$ cat config.mk
export PLATFORM = sky130hd
export DESIGN_NAME = gepe_coef_mem
export DESIGN_NICKNAME = d
export VERILOG_FILES = /design/src/rtl/core/gepe_pkg.sv /design/src/rtl/core/gepe_coef_mem.sv
export SDC_FILE = /design/constraint.sdc
export NUM_CORES = 2
export LEC_CHECK = 0
export BUFFER_PORTS_ARGS = -buffer_cell sky130_fd_sc_hd__buf_2
export CAP_MARGIN = 20
export CORE_MARGIN = 2
export CORE_UTILIZATION = 55
export CTS_BUF_LIST = sky130_fd_sc_hd__clkbuf_16
export DETAILED_ROUTE_END_ITERATION = 16
export PLACE_DENSITY_LB_ADDON = 0.05
export SKIP_CTS_REPAIR_TIMING = 1
export SYNTH_ARGS = -nofsm -noshare
export SYNTH_HDL_FRONTEND = slang
export SYNTH_SLANG_ARGS = --single-unit
$ cat constraint.sdc
create_clock -name i_clk -period 4.05 [get_ports i_clk]
set_input_delay 0.405 -clock i_clk [delete_from_list [all_inputs] [get_ports i_clk]]
set_output_delay 0.405 -clock i_clk [all_outputs]
set_load 0.05 [all_outputs]
$ cat src/rtl/core/gepe_pkg.sv
// ----------------------------------------------------------------------------
// gepe_pkg
// shared constants, types and the gf(256) multiply for the parity engine
// ----------------------------------------------------------------------------
`timescale 1ns / 1ps

package gepe_pkg;

    localparam logic [1:0] OP_LOAD  = 2'd0;
    localparam logic [1:0] OP_DATA  = 2'd1;
    localparam logic [1:0] OP_CHECK = 2'd2;

    localparam logic [1:0] CFG_DATA_CNT   = 2'd0;
    localparam logic [1:0] CFG_PAR_CNT    = 2'd1;
    localparam logic [1:0] CFG_FIELD_POLY = 2'd2;
    localparam logic [1:0] CFG_CHECK_MODE = 2'd3;

    localparam logic [5:0] RST_DATA_CNT   = 6'd1;
    localparam logic [4:0] RST_PAR_CNT    = 5'd1;
    localparam logic [7:0] RST_FIELD_POLY = 8'd29;

    typedef struct packed {
        logic       en;
        logic [3:0] row;
        logic [7:0] value;
    } t_coef_wr;

    // carry-less multiply reduced by x^8 + poly
    function automatic logic [7:0] gf_mul(input logic [7:0] a, input logic [7:0] b,
                                          input logic [7:0] poly);
        logic [7:0] acc;
        logic [7:0] x;
        logic       carry;
        acc = '0;
        x   = a;
        for (int i = 0; i < 8; i++) begin
            if (b[i]) begin
                acc = acc ^ x;
            end
            carry = x[7];
            x     = {x[6:0], 1'b0};
            if (carry) begin
                x = x ^ poly;
            end
        end
        return acc;
    endfunction

endpackage

$ cat src/rtl/core/gepe_coef_mem.sv
// ----------------------------------------------------------------------------
// gepe_coef_mem
// coefficient store: one word per data column, one byte lane per parity row
// ----------------------------------------------------------------------------
`timescale 1ns / 1ps

module gepe_coef_mem #(
    parameter int DEPTH = 32,
    parameter int LANES = 16,
    parameter int AW    = 5
) (
    input  logic                        i_clk,
    input  gepe_pkg::t_coef_wr          i_wr,
    input  logic [AW-1:0]               i_wr_addr,
    input  logic                        i_rd_en,
    input  logic [AW-1:0]               i_rd_addr,
    output logic [LANES-1:0][7:0]       o_rd_data
);

    localparam int LW = (LANES > 1) ? $clog2(LANES) : 1;

    logic [LANES-1:0][7:0] mem [DEPTH];
    logic [LANES-1:0][7:0] r_rd_data;
    logic [31:0]           wr_row_wide;
    logic [LW-1:0]         wr_lane;

    assign wr_row_wide = 32'(i_wr.row);
    assign wr_lane     = wr_row_wide[LW-1:0];

    always_ff @(posedge i_clk) begin
        if (i_wr.en) begin
            mem[i_wr_addr][wr_lane] <= i_wr.value;
        end
        if (i_rd_en) begin
            r_rd_data <= mem[i_rd_addr];
        end
    end

    assign o_rd_data = r_rd_data;

endmodule

==> reports/metrics.cfg <==
[critical_path]
end_kind = flip-flop
critical_path_class = in2reg
crit_fanout = 38
reg2reg_slack_ns = 2.21
cp.depth = 5
cp_num_buf_inv = 2
cpPeakStageDelay_ns = 0.63
crit_path_start_kind = input pin
cpMaxStageDelayCell = or3b_4
crit_family = simple AND/OR/NAND/NOR gates
crit_end = o_rd_data[23]$_DFFE_PP_
crit_chain = buf_2 > or3b_4 > buf_4 > o22ai_1 > nor4_1
worstReg2RegStart = mem[14][17]$_DFFE_PP_
r2r_cells = 3
required_ns = 4.71
worstPathArrival_ns = 3.30
cp-startpoint = i_rd_addr[3]
r2r_end = o_rd_data[17]$_DFFE_PP_

[sta]
finalCriticalPeriod_ns = 2.64
drv_slew = 0
grt_setup_unrepaired = no
relSlewSlack_pct = 21.0
final.period_utilization_pct = 65.2
finClkSkew_ns = 0.0281
worstMarginPinSlew_ns = 1.18
whs_ns = -0.00719
setup-violations-final = 0
setup_tns_ns = 0
fmax_mhz = 379
timing_hold_violations_final = 1

[floorplan]
core_area_um2 = 288000
die_height_um = 542
rows = 197
fp.dieW_um = 542
start_util_pct = 55.3
dieArea_um2 = 294000
io_pins = 153

[clocking]
cts_buffers = 422
clock-sinks = 4224
clk_path_buf_depth = 4
htreeDepth = 5
clockRootBuffer = clkbuf_16
clock_latency_ns = 0.97
cts_tree = built
clk_pin_slew_ns = 0.05

[logic_synthesis]
ys_top_cells_by_area = edfxtp_1, mux4_2, o22ai_1
synth_edf_count = 4224
ys_async_sr_fraction_pct = 0
synthDistinctLibCells = 27
synth_top_area_cell = edfxtp_1
synth.cell_area_um2 = 159000
syn_nets = 7198
synthCells = 7173
yosys_warnings = 0
ys.flop_type = edfxtp_1
synth_seq_cells = 4224
ys_seq_area_share_pct = 79.7
synth_top_area_share_pct = 79.7
avgSynthCellArea_um2 = 22.2

[global_route]
grt_max_degree = 128
antenna_found_initial = 18
grt_pass1_wl_mm = 595
grtUsageTotal_pct = 29.0
grt_pass1_vias = 77300
grt-ovfl-total = 0

[hold_path]
hold_path.class = in2reg

[power_and_ir_drop]
seq_power_share_pct = 53.2
powerDensity_nw_per_um2 = 507
clock_power_share_pct = 42.0
power_frac_comb_pct = 4.8
p_int_w = 0.0717
power.leakage_nw = 56.4
p_sw_w = 0.0194
ir_worst_vdd_mv = 0.523
swShare_pct = 21.3

[routing]
routedWlPerCell_um = 36.0
antenna_left = 0
drt-pass1-iter-count = 5
viasPerCell = 6.56
drt_iter0_drc = 10100
wl_mm = 424
drcViolationCount = 0
via_count = 77300

[status]
outcome = finished with violations
violations = hold timing

[placement]
numPortBuffers = 152
dp_hpwl_mm = 248
place.gp.congestion = 0.832
dp.cells = 11000

[finish]
final_util_pct = 62.5
nNetsFinal = 7660
stdcell_count = 11800
area_growth_pct = 13.0
drive_above_1_share_pct = 25.3

[job]
maxCapViolCount = 0

[worst reg2reg max path, cell delays in order, from the launching register on]
cell and delay [ns]:
edfxtp_1 0.37, mux4_2 0.49, a22oi_1 0.47, nand4_1 0.22
[worst min path at each step]
stage	startpoint	to	slack, ns	depth (start not counted)
floorplan	i_wr[0]	mem[0][0]$_DFFE_PP_	0.50	0
global placement	mem[30][16]$_DFFE_PP_	o_rd_data[16]$_DFFE_PP_	0.76	3
detailed placement	mem[30][8]$_DFFE_PP_	o_rd_data[8]$_DFFE_PP_	0.76	3
CTS	i_wr[7]	mem[9][111]$_DFFE_PP_	-0.14	1
global route	i_wr[3]	mem[11][107]$_DFFE_PP_	-0.002	1
finish	i_wr[3]	mem[11][107]$_DFFE_PP_	-0.007	1
[placed cells by master, fill, tap and decap left out, types with 6 or more instances in the layout]
| master | synthesis | final |
|---|---|---|
| a22oi_1 | 180 | 180 |
| buf_12 | 0 | 86 |
| buf_2 | 147 | 141 |
| buf_4 | 77 | 228 |
| buf_6 | 9 | 8 |
| buf_8 | 0 | 12 |
| bufinv_16 | 0 | 43 |
| clkbuf_16 | 0 | 433 |
| clkinv_1 | 0 | 105 |
| clkinv_2 | 0 | 87 |
| clkinvlp_4 | 0 | 12 |
| diode_2 | 0 | 11 |
| dlygate4sd3_1 | 0 | 6 |
| edfxtp_1 | 4224 | 4224 |
| inv_1 | 0 | 73 |
| inv_6 | 0 | 10 |
| mux2i_1 | 240 | 240 |
| mux4_2 | 904 | 904 |
| nand2_1 | 49 | 15 |
| nand2_2 | 0 | 32 |
| nand3_1 | 65 | 64 |
| nand4_1 | 30 | 30 |
| nor2_1 | 519 | 515 |
| nor4_1 | 98 | 98 |
| o22ai_1 | 392 | 392 |
[power groups by stage]
stage	Clock, W	Combinational (W)	Sequential, W
2_1_floorplan	0	0.00192	0.0497
6_report	0.0382	0.00441	0.0484
5_1_grt	0.0403	0.00460	0.0484
3_5_place_dp	0	0.00444	0.0494
3_3_place_gp	0	0.00439	0.0494
4_1_cts	0.0386	0.00445	0.0484
[cell usage after synthesis, types with 2 or more instances]
cell      number
buf_6          9
mux2i_1      240
clkbuf_1     180
edfxtp_1    4224
nor3b_1        5
nand2_1       49
o22ai_1      392
a22oi_1      180
nand3_1       65
and3_1         3
and3b_1        4
nor4_1        98
nand4_1       30
and2_1         2
nor2b_1        7
mux4_2       904
buf_4         77
buf_1         31
buf_2        147
nor2_1       519
[metal layers]
metal	global-route usage, %	wire length [µm]	vias to the layer above
met3	4.06	32700	626
met5	0	21	-
li1	-	-	31300
met2	46.6	208000	3520
met4	9.39	14900	4
met1	41.6	169000	41800
[logic make-up after synthesis]
| kind of cell | share of synthesized area, % |
|---|---|
| compound gates | 2.39 |
| buf+inv | 1.39 |
| flops | 79.7 |
| mux | 14.3 |
| simple gates | 2.17 |
[through the flow]
step	power, W	setup WS, ns	area, µm²
after floorplan	0.0516	2.00	159000
after global placement	0.0538	0.472	166000
after detailed placement	0.0538	0.436	166000
after CTS	0.0915	1.43	180000
after global routing	0.0933	1.47	180000
final	0.0911	1.41	180000
[cell type report]
class	instances	area (µm²)
Clock buffer	433	10800
Sequential cell	4224	127000
Multi-Input combinational cell	2504	30200
Tap cell	3781	4730
Clock inverter	337	2660
Fill cell	19700	108000
Antenna cell	11	27.5
Timing Repair Buffer	483	4500
[state kept, by name, summed over array words and instances (netlist names)]
register and flops:
o_rd_data 128, mem 4096
Note: power is estimated with default switching activity, not from simulation.
